`src/hdl/sebs_pkg.sv`:
```
// Package with shared types, constants and the keyword lookup for the boundary scanner.
package sebs_pkg;

	localparam int unsigned MaxLength  = 65535;
	localparam int unsigned MaxNesting = 255;
	localparam int unsigned WordKeep   = 9;
	localparam int unsigned WordCap    = 30;
	localparam int unsigned KwCount    = 44;

	typedef enum logic [3:0] {
		R_NOT_WANTED = 4'd0,
		R_EMPTY      = 4'd1,
		R_SEMI       = 4'd2,
		R_END        = 4'd3,
		R_LABEL      = 4'd4,
		R_ASSIGN     = 4'd5,
		R_RANGE      = 4'd6,
		R_CLOSE      = 4'd7,
		R_KEYWORD    = 4'd8
	} reason_t;

	typedef struct packed {
		logic [7:0] ch;
		logic       at_end;
		logic       first;
		logic       sql_wanted;
		logic       is_space;
		logic       is_alpha;
		logic       is_alnum;
		logic       is_high;
	} req_t;

	typedef struct packed {
		logic        accepted;
		logic [15:0] token_length;
		logic [15:0] skipped_space;
		logic [3:0]  stop_reason;
		logic [5:0]  keyword_index;
		logic        too_long;
	} res_t;

	typedef logic [WordKeep*8-1:0] word_t;

	function automatic logic [71:0] kw_text(input logic [5:0] k);
		logic [71:0] t;
		t = '0;
		unique case (k)
			6'd1:  t = 72'("then");
			6'd2:  t = 72'("loop");
			6'd3:  t = 72'("into");
			6'd4:  t = 72'("using");
			6'd5:  t = 72'("when");
			6'd6:  t = 72'("elsif");
			6'd7:  t = 72'("elseif");
			6'd8:  t = 72'("else");
			6'd9:  t = 72'("end");
			6'd10: t = 72'("declare");
			6'd11: t = 72'("begin");
			6'd12: t = 72'("exception");
			6'd13: t = 72'("if");
			6'd14: t = 72'("case");
			6'd15: t = 72'("for");
			6'd16: t = 72'("foreach");
			6'd17: t = 72'("while");
			6'd18: t = 72'("return");
			6'd19: t = 72'("raise");
			6'd20: t = 72'("assert");
			6'd21: t = 72'("execute");
			6'd22: t = 72'("perform");
			6'd23: t = 72'("call");
			6'd24: t = 72'("open");
			6'd25: t = 72'("fetch");
			6'd26: t = 72'("move");
			6'd27: t = 72'("close");
			6'd28: t = 72'("null");
			6'd29: t = 72'("exit");
			6'd30: t = 72'("continue");
			6'd31: t = 72'("commit");
			6'd32: t = 72'("rollback");
			6'd33: t = 72'("get");
			6'd34: t = 72'("do");
			6'd35: t = 72'("next");
			6'd36: t = 72'("query");
			6'd37: t = 72'("reverse");
			6'd38: t = 72'("by");
			6'd39: t = 72'("alias");
			6'd40: t = 72'("strict");
			6'd41: t = 72'("cursor");
			6'd42: t = 72'("slice");
			6'd43: t = 72'("array");
			6'd44: t = 72'("all");
			default: t = '0;
		endcase
		return t;
	endfunction

	function automatic logic [3:0] kw_len(input logic [5:0] k);
		logic [71:0] t;
		logic [3:0]  n;
		t = kw_text(k);
		n = '0;
		for (int i = 0; i < 9; i++) begin
			if (t[i*8 +: 8] != 8'd0) n = n + 4'd1;
		end
		return n;
	endfunction

endpackage

```
`src/hdl/sebs_front.sv`:
```
// Front part: takes requests, classifies each character and holds them in a short queue.
module sebs_front import sebs_pkg::*; (
	input  logic       clk,
	input  logic       arst_n,
	input  logic [7:0] ch,
	input  logic       at_end,
	input  logic       first,
	input  logic       sql_wanted,
	input  logic       push,
	output logic       full,
	output req_t       req,
	output logic       req_valid,
	input  logic       req_take
);

	req_t       mem_q [4];
	logic [1:0] wp_q, rp_q;
	logic [2:0] cnt_q;
	req_t       in_req;
	logic       do_push, do_pop;

	always_comb begin
		in_req.ch         = ch;
		in_req.at_end     = at_end | (ch == 8'd0);
		in_req.first      = first;
		in_req.sql_wanted = sql_wanted;
		in_req.is_space   = (ch == 8'h20) || (ch == 8'h09) || (ch == 8'h0a) || (ch == 8'h0d);
		in_req.is_alpha   = ((ch >= 8'h61) && (ch <= 8'h7a)) || ((ch >= 8'h41) && (ch <= 8'h5a));
		in_req.is_alnum   = in_req.is_alpha || ((ch >= 8'h30) && (ch <= 8'h39));
		in_req.is_high    = ch[7];
	end

	assign full      = cnt_q[2];
	assign req_valid = cnt_q != 3'd0;
	assign req       = mem_q[rp_q];
	assign do_push   = push && !full;
	assign do_pop    = req_take && req_valid;

	always_ff @(posedge clk) begin
		if (do_push) mem_q[wp_q] <= in_req;
	end

	always_ff @(posedge clk or negedge arst_n) begin
		if (!arst_n) begin
			wp_q  <= '0;
			rp_q  <= '0;
			cnt_q <= '0;
		end else begin
			if (do_push) wp_q <= wp_q + 2'd1;
			if (do_pop) rp_q <= rp_q + 2'd1;
			cnt_q <= cnt_q + 3'(do_push) - 3'(do_pop);
		end
	end

endmodule

```
`src/hdl/sebs_back.sv`:
```
// Back part: runs the scanning state machine and queues the finished results.
module sebs_back import sebs_pkg::*; (
	input  logic  clk,
	input  logic  arst_n,
	input  req_t  req,
	input  logic  req_valid,
	output logic  req_take,
	output res_t  res,
	output logic  empty,
	input  logic  pop
);

	typedef enum logic [4:0] {
		M_IDLE, M_DONE, M_SKIP, M_MAIN, M_LT, M_COLON, M_DOT, M_STR, M_STRQ,
		M_DASH, M_LINE, M_SLASH, M_BLK, M_BLKS, M_BLKT, M_WORD, M_IDU, M_IDIN
	} mode_t;

	mode_t       mode_q;
	logic [7:0]  depth_q, nest_q;
	word_t       word_q;
	logic [4:0]  wlen_q;
	logic [15:0] pos_q, mark_q, space_q;
	logic        sat_q;

	res_t        oq_q [2];
	logic        owp_q, orp_q;
	logic [1:0]  ocnt_q;

	mode_t       m_n;
	logic [7:0]  depth_n, nest_n;
	word_t       word_n;
	logic [4:0]  wlen_n;
	logic [15:0] pos_n, mark_n, space_n;
	logic        sat_n;
	logic        emit;
	logic [3:0]  e_reason;
	logic [15:0] e_len;
	logic [5:0]  e_kw;
	logic [5:0]  kw_hit;
	logic        go;
	logic [7:0]  c;
	logic        top, idch, busy_again;
	res_t        e_res;

	assign req_take = ocnt_q != 2'd2;
	assign go       = req_valid && req_take;
	assign c        = req.ch;

	always_comb begin
		kw_hit = '0;
		for (int k = KwCount; k >= 1; k--) begin
			if ((wlen_q != 5'd0) && (wlen_q <= 5'(WordKeep))
			    && (5'(kw_len(6'(k))) == wlen_q)
			    && (kw_text(6'(k)) == word_q)) kw_hit = 6'(k);
		end
	end

	always_comb begin
		m_n = mode_q; depth_n = depth_q; nest_n = nest_q; word_n = word_q;
		wlen_n = wlen_q; pos_n = pos_q; mark_n = mark_q; space_n = space_q;
		sat_n = sat_q; emit = 1'b0; e_reason = R_END; e_len = '0; e_kw = '0;
		busy_again = 1'b0;
		top = 1'b0; idch = 1'b0;
		if (req.first) begin
			depth_n = '0; nest_n = '0; word_n = '0; wlen_n = '0; pos_n = '0;
			mark_n = '0; space_n = '0; sat_n = 1'b0;
			m_n = req.sql_wanted ? M_SKIP : M_DONE;
			if (!req.sql_wanted) begin
				emit = 1'b1; e_reason = R_NOT_WANTED;
			end
		end
		if (!emit && m_n != M_IDLE && m_n != M_DONE) begin
			if (req.at_end) begin
				if (m_n == M_SKIP) begin
					emit = 1'b1; e_reason = R_EMPTY;
				end else if (m_n == M_WORD && kw_hit != 6'd0) begin
					emit = 1'b1; e_reason = R_KEYWORD; e_len = mark_n; e_kw = kw_hit;
				end else begin
					emit = 1'b1; e_reason = R_END; e_len = pos_n;
				end
			end else begin
				// Prefix states either consume the character or fall back to the main rules.
				busy_again = 1'b1;
				unique case (m_n)
					M_SKIP: begin
						if (req.is_space) begin
							busy_again = 1'b0;
							if (space_n == 16'(MaxLength)) sat_n = 1'b1;
							else space_n = space_n + 16'd1;
						end else if (c == ";") begin
							busy_again = 1'b0; emit = 1'b1; e_reason = R_SEMI;
						end
					end
					M_LT: begin
						if (c == "<") begin
							busy_again = 1'b0; emit = 1'b1; e_reason = R_LABEL; e_len = mark_n;
						end
					end
					M_COLON: begin
						if (c == "=") begin
							busy_again = 1'b0; emit = 1'b1; e_reason = R_ASSIGN; e_len = mark_n;
						end else if (c == ":") begin
							busy_again = 1'b0; m_n = M_MAIN;
							if (pos_n == 16'(MaxLength)) sat_n = 1'b1;
							else pos_n = pos_n + 16'd1;
						end
					end
					M_DOT: begin
						if (c == ".") begin
							busy_again = 1'b0; emit = 1'b1; e_reason = R_RANGE; e_len = mark_n;
						end
					end
					M_STR: begin
						busy_again = 1'b0;
						if (pos_n == 16'(MaxLength)) sat_n = 1'b1;
						else pos_n = pos_n + 16'd1;
						if (c == "'") m_n = M_STRQ;
					end
					M_STRQ: begin
						if (c == "'") begin
							busy_again = 1'b0; m_n = M_STR;
							if (pos_n == 16'(MaxLength)) sat_n = 1'b1;
							else pos_n = pos_n + 16'd1;
						end
					end
					M_DASH: begin
						if (c == "-") begin
							busy_again = 1'b0; m_n = M_LINE;
							if (pos_n == 16'(MaxLength)) sat_n = 1'b1;
							else pos_n = pos_n + 16'd1;
						end
					end
					M_LINE: begin
						if (c != 8'h0a) begin
							busy_again = 1'b0;
							if (pos_n == 16'(MaxLength)) sat_n = 1'b1;
							else pos_n = pos_n + 16'd1;
						end
					end
					M_SLASH: begin
						if (c == "*") begin
							busy_again = 1'b0; m_n = M_BLK; nest_n = 8'd1;
							if (pos_n == 16'(MaxLength)) sat_n = 1'b1;
							else pos_n = pos_n + 16'd1;
						end
					end
					M_BLK, M_BLKS, M_BLKT: begin
						busy_again = 1'b0;
						if (m_n == M_BLKS && c == "*") begin
							if (nest_n == 8'(MaxNesting)) sat_n = 1'b1;
							else nest_n = nest_n + 8'd1;
							m_n = M_BLK;
						end else if (m_n == M_BLKT && c == "/") begin
							if (nest_n != 8'd0) nest_n = nest_n - 8'd1;
							m_n = (nest_n == 8'd0) ? M_MAIN : M_BLK;
						end else begin
							m_n = (c == "/") ? M_BLKS : ((c == "*") ? M_BLKT : M_BLK);
						end
						if (pos_n == 16'(MaxLength)) sat_n = 1'b1;
						else pos_n = pos_n + 16'd1;
					end
					M_WORD: begin
						if (req.is_alnum || c == "_") begin
							busy_again = 1'b0;
							if (wlen_n < 5'(WordCap)) begin
								if (wlen_n < 5'(WordKeep))
									word_n = {word_n[WordKeep*8-9:0],
										((c >= "A" && c <= "Z") ? c + 8'd32 : c)};
								wlen_n = wlen_n + 5'd1;
							end
							if (pos_n == 16'(MaxLength)) sat_n = 1'b1;
							else pos_n = pos_n + 16'd1;
						end else if (kw_hit != 6'd0) begin
							busy_again = 1'b0; emit = 1'b1; e_reason = R_KEYWORD;
							e_len = mark_n; e_kw = kw_hit;
						end
					end
					M_IDU: begin
						if (req.is_alnum || c == "_" || c == "$" || req.is_high) begin
							busy_again = 1'b0;
							if (pos_n == 16'(MaxLength)) sat_n = 1'b1;
							else pos_n = pos_n + 16'd1;
						end
					end
					M_IDIN: begin
						if (req.is_alnum || c == "_" || c == "$") begin
							busy_again = 1'b0;
							if (pos_n == 16'(MaxLength)) sat_n = 1'b1;
							else pos_n = pos_n + 16'd1;
						end
					end
					default: ;
				endcase
				if (busy_again) begin
					m_n = M_MAIN;
					top = depth_n == 8'd0;
					idch = 1'b0;
					if (top && c == ";") begin
						emit = 1'b1; e_reason = R_SEMI; e_len = pos_n;
					end else if (top && (c == ")" || c == "]")) begin
						emit = 1'b1; e_reason = R_CLOSE; e_len = pos_n;
					end else begin
						if (top && (c == "<" || c == ":" || c == "." || req.is_alpha))
							mark_n = pos_n;
						if (pos_n == 16'(MaxLength)) sat_n = 1'b1;
						else pos_n = pos_n + 16'd1;
						if (top && c == "<") m_n = M_LT;
						else if (top && c == ":") m_n = M_COLON;
						else if (top && c == ".") m_n = M_DOT;
						else if (c == "(" || c == "[") begin
							if (depth_n == 8'(MaxNesting)) sat_n = 1'b1;
							else depth_n = depth_n + 8'd1;
						end else if (c == ")" || c == "]") depth_n = depth_n - 8'd1;
						else if (c == "'") m_n = M_STR;
						else if (c == "-") m_n = M_DASH;
						else if (c == "/") m_n = M_SLASH;
						else if (top && req.is_alpha) begin
							m_n = M_WORD;
							wlen_n = 5'd1;
							word_n = word_t'((c >= "A" && c <= "Z") ? c + 8'd32 : c);
						end else if (top && (c == "_" || req.is_high)) m_n = M_IDU;
						else if (!top && (req.is_alpha || c == "_")) m_n = M_IDIN;
						idch = 1'b1;
					end
				end
			end
		end
		if (emit) m_n = M_DONE;
		e_res.accepted      = e_len != 16'd0;
		e_res.token_length  = e_len;
		e_res.skipped_space = (e_reason == R_NOT_WANTED) ? 16'd0 : space_n;
		e_res.stop_reason   = e_reason;
		e_res.keyword_index = e_kw;
		e_res.too_long      = sat_n & idch | sat_n;
	end

	assign empty = ocnt_q == 2'd0;
	assign res   = oq_q[orp_q];

	always_ff @(posedge clk) begin
		if (go) begin
			word_q  <= word_n;
			depth_q <= depth_n;
			nest_q  <= nest_n;
			wlen_q  <= wlen_n;
			pos_q   <= pos_n;
			mark_q  <= mark_n;
			space_q <= space_n;
		end
		if (go && emit) oq_q[owp_q] <= e_res;
	end

	always_ff @(posedge clk or negedge arst_n) begin
		if (!arst_n) begin
			mode_q <= M_IDLE;
			sat_q  <= 1'b0;
			owp_q  <= 1'b0;
			orp_q  <= 1'b0;
			ocnt_q <= '0;
		end else begin
			if (go) begin
				mode_q <= m_n;
				sat_q  <= sat_n;
			end
			if (go && emit) owp_q <= ~owp_q;
			if (pop && !empty) orp_q <= ~orp_q;
			ocnt_q <= ocnt_q + 2'(go && emit) - 2'(pop && !empty);
		end
	end

endmodule

```
`src/hdl/sql_expression_boundary_scanner_unit.sv`:
```
// Top level of the expression boundary scanner.
// One character request is taken per clock cycle while the input queue is not full; a
// request waits in a four-entry input queue and the back part scans it when it leaves that
// queue, which it cannot do while two results are waiting in the two-entry result queue.
// The result of the request that ends a scan is written into the result queue when that
// request is scanned. The mode update and the parallel keyword compare set this rate.
module sql_expression_boundary_scanner_unit import sebs_pkg::*; (
	input  logic        clk,
	input  logic        arst_n,
	input  logic [7:0]  ch,
	input  logic        at_end,
	input  logic        first,
	input  logic        sql_wanted,
	input  logic        push,
	output logic        full,
	output logic        accepted,
	output logic [15:0] token_length,
	output logic [15:0] skipped_space,
	output logic [3:0]  stop_reason,
	output logic [5:0]  keyword_index,
	output logic        too_long,
	output logic        empty,
	input  logic        pop
);

	req_t req;
	logic req_valid, req_take;
	res_t res;

	sebs_front u_front (
		.clk, .arst_n, .ch, .at_end, .first, .sql_wanted, .push, .full,
		.req, .req_valid, .req_take
	);

	sebs_back u_back (
		.clk, .arst_n, .req, .req_valid, .req_take, .res, .empty, .pop
	);

	assign accepted      = res.accepted;
	assign token_length  = res.token_length;
	assign skipped_space = res.skipped_space;
	assign stop_reason   = res.stop_reason;
	assign keyword_index = res.keyword_index;
	assign too_long      = res.too_long;

	a_acc_len: assert property (@(posedge clk) disable iff (!arst_n)
		!empty |-> (accepted == (token_length != 16'd0)))
		else $error("accepted disagrees with token length");

	a_kw_reason: assert property (@(posedge clk) disable iff (!arst_n)
		(!empty && keyword_index != 6'd0) |-> (stop_reason == R_KEYWORD))
		else $error("keyword index without keyword stop");

	a_nw: assert property (@(posedge clk) disable iff (!arst_n)
		(!empty && stop_reason == R_NOT_WANTED)
		|-> (token_length == 16'd0 && skipped_space == 16'd0))
		else $error("non-zero fields on not-wanted result");

endmodule

```
`config.mk`:
```
export PLATFORM = sky130hd
export DESIGN_NAME = sql_expression_boundary_scanner_unit
export DESIGN_NICKNAME = d
export VERILOG_FILES = /design/src/hdl/sebs_pkg.sv /design/src/hdl/sebs_front.sv /design/src/hdl/sebs_back.sv /design/src/hdl/sql_expression_boundary_scanner_unit.sv
export SDC_FILE = /design/constraint.sdc
export NUM_CORES = 1
export LEC_CHECK = 0
export BUFFER_PORTS_ARGS = -buffer_cell sky130_fd_sc_hd__buf_2
export CAP_MARGIN = 20
export CORE_MARGIN = 4
export CORE_UTILIZATION = 55
export CTS_CLUSTER_SIZE = 12
export DETAILED_ROUTE_END_ITERATION = 10
export PLACE_DENSITY = 0.72
export SLEW_MARGIN = 20
export SYNTH_ARGS = -nofsm -noshare
export SYNTH_HDL_FRONTEND = slang
export SYNTH_SLANG_ARGS = --single-unit
```
`constraint.sdc`:
```
create_clock -name clk -period 16.3 [get_ports clk]
set_input_delay 2.445 -clock clk [delete_from_list [all_inputs] [get_ports clk]]
set_output_delay 2.445 -clock clk [all_outputs]
set_load 0.02 [all_outputs]
```
==> flow_summary.json <==
{
  "synth_top_area_frac": 0.412,
  "postSynthCellCount": 2201,
  "pwr-share-comb": 0.465,
  "first_global_vias": 19332,
  "fmax_mhz": 157,
  "drt-total-wl_mm": 83.0,
  "worstPathArrival_ns": 6.64,
  "fillers": 3005,
  "async_reset_ff_frac": 0.0563,
  "seq_area_frac_synth": 0.433,
  "ys_types": 95,
  "synthMostInstantiatedCell": "edfxtp_1",
  "vias": 20630,
  "hold_viol": 0,
  "fin_crit_sh": 0.391,
  "clockBufferDepth": 3,
  "grt_usage": 0.391,
  "worstSetupPathType": "flip-flop to flip-flop",
  "grt_antenna_before_repair": 0,
  "hpwl_mm": 58.9,
  "p_int_w": 0.00248,
  "power_density_nw_per_um2": 207,
  "die_area_sq_um": 40900,
  "drtIter0Drc": 3431,
  "drv_cap": 0,
  "clock-sinks": 302,
  "ys_top_cells_by_count": "285 x edfxtp_1, 223 x nand2_1, 168 x nor2_1, 130 x nand4_1, 120 x nand3_1",
  "cts_setup_buffers": 0,
  "worstSetupEndpointType": "flip-flop",
  "port_buffers": 60,
  "whs_ns": 0.505,
  "layout.nets": 2240,
  "htree_levels": 2,
  "hold_path.class": "flip-flop to flip-flop",
  "status": "finished clean",
  "stdcell_count": 2732,
  "area_delta_synth_final_pct": 8.77,
  "rsz0062_at_grt": "no",
  "yosys.area.top_type": "edfxtp_1",
  "drc": 0,
  "postCtsHoldBufs": 0,
  "p_total_w": 0.00468,
  "syn_area_per_cell_sq_um": 9.43,
  "switching_share": 0.469,
  "syn-num-nets": 2235,
  "detail-route-antenna-nets": 0,
  "clk_pin_slew_ns": 0.06,
  "first_pass_iters": 8,
  "fin_skew_ns": 0.0318,
  "die_x_um": 202,
  "final-setup-viol-count": 0,
  "ir_drop_v": 0.000361,
  "gp_congestion": 1.11,
  "cts_resized": 0,
  "power.net_switching_w": 0.00219,
  "drive_gt1_frac": 0.124,
  "routedWlPerCell_um": 30.4,
  "critPathMaxFanout": 49,
  "synthesis.area_sq_um": 20800,
  "netlist_top_cells_area": "edfxtp_1 41%, nand2_1 4.0%, nand4_1 3.9%, nor2_1 3.0%, nand3_1 2.9%",
  "io_pins": 61,
  "grt.overflow.total": 0,
  "core_sq_um": 37000,
  "relSlewSlack": 0.173,
  "clkPwrFrac": 0.152,
  "critPathRequiredTime_ns": 16.57,
  "viasPerCell": 7.55,
  "grt_max_degree": 88,
  "synth_edf_count": 285,
  "p_seq_frac": 0.383,
  "n_antenna_cell": 0,
  "num_rows": 70,
  "grt_pass1_wl_mm": 123,
  "drv_slew": 0,
  "setup_tns_ns": 0,
  "initial_core_util": 0.562,
  "worstSetupStartpointType": "flip-flop",
  "die_h_um": 202,
  "synth-main-ff-cell": "edfxtp_1",
  "leakage_nw": 7.60,
  "cts_tree": "yes",
  "worst_skew_pair.late_latency_ns": 0.55,
  "cts-root-buf": "clkbuf_16",
  "tightestPinTransition_ns": 1.23,
  "fin_crit_ns": 6.37,
  "ys.warnings.count": 0,
  "cts_buffers": 34,
  "ys_seq_elements": 302,
  "placedCellCount": 2672
}
-- flip-flops by register name, indices dropped and copies added, names as in the netlist --
register        count
u_back.ocnt_q       2
u_back.owp_q        1
u_back.mode_q       5
u_front.cnt_q       3
u_back.nest_q       8
u_back.depth_q      8
u_back.pos_q       16
u_back.sat_q        1
u_back.word_q      72
u_front.mem_q      56
u_front.rp_q        2
u_front.wp_q        2
u_back.oq_q        88
u_back.wlen_q       5
u_back.space_q     16
u_back.mark_q      16
u_back.orp_q        1
-- cell families after synthesis --
logic type,count (synthesis),share of synthesized area
XOR/XNOR,51,0.0215
AO/OA/AOI/OAI,442,0.149
multiplexers,84,0.0517
AND/OR/NAND/NOR,1115,0.298
adder cells (fa/ha/maj),19,0.0118
flip-flops,302,0.433
buffers and inverters,188,0.0363
-- metrics by stage --
stage	cell area (sq um)	utilization	setup WS, ns
floorplan	20800	-	8.99
global placement	21500	0.583	10.36
detailed placement	21500	0.583	10.15
CTS	22500	0.610	10.13
global route	22600	0.611	9.56
finish	22600	0.611	9.93
-- layout make-up --
type / count / area [sq um] / share of cell area
clock inverters: 13 / 92.6 / 0.00410
inverters: 48 / 185 / 0.00820
multi-input cells: 1711 / 11100 / 0.491
well taps: 504 / 631 / 0.0279
clock buffers: 45 / 913 / 0.0404
flip-flops and latches: 302 / 8980 / 0.398
repair buffers: 109 / 689 / 0.0305
-- routing by layer --
layer,global-route usage,up-vias,routed length (um)
met3,0.102,405,10600
li1,-,8658,-
met2,0.589,1741,35500
met4,0.194,0,5820
met5,0,-,0
met1,0.526,9826,31000
-- layout by cell type (no fill, tap or decap), drive strengths merged, types with 26 or more instances in the layout --
cell      n
o21ai    91
and3     28
nor4     95
nor2b    34
buf     108
inv      49
clkbuf   46
a22oi    26
a22o     64
nor2    168
nor3     89
nand4   130
mux2     50
and2     38
edfxtp  285
nand2   223
xnor2    26
nand3   121
a21oi    91
-- worst max-delay path: stages, from the launching register on --
cell and delay (ns):
dfrtp_1 0.94, mux2i_1 0.29, mux2_2 0.93, o21ai_0 0.31, or3_1 0.45, nor3_2 0.66
nand2_1 0.26, xnor2_1 0.44, ha_1 0.22, inv_1 0.05, a21oi_1 0.23, nand4_1 0.18
nor3_2 0.62, or2_1 0.27, or4_1 0.14, o211ai_1 0.08
-- power by group through the flow --
stage	combinational, W	sequential [W]	clock (W)
floorplan	0.00159	0.00154	0
finish	0.00217	0.00179	0.000711
global route	0.00230	0.00182	0.000754
detailed placement	0.00206	0.00178	0
global placement	0.00201	0.00175	0
CTS	0.00208	0.00177	0.000715
-- final timing paths --
path,from,to,slack [ns],cells after the start
min in group asynchronous,arst_n,u_back.owp_q,1.86,1
worst min register to register,u_back.ocnt_q[1],u_back.ocnt_q[1],0.51,1
worst min-delay path,u_back.ocnt_q[1],u_back.ocnt_q[1],0.51,1
worst max register to register,u_front.rp_q[1],u_back.pos_q[6],9.93,15
max in group asynchronous,arst_n,u_back.orp_q,14.06,1
worst max-delay path,u_front.rp_q[1],u_back.pos_q[6],9.93,15
No activity file was read; power rests on OpenSTA's default activity.
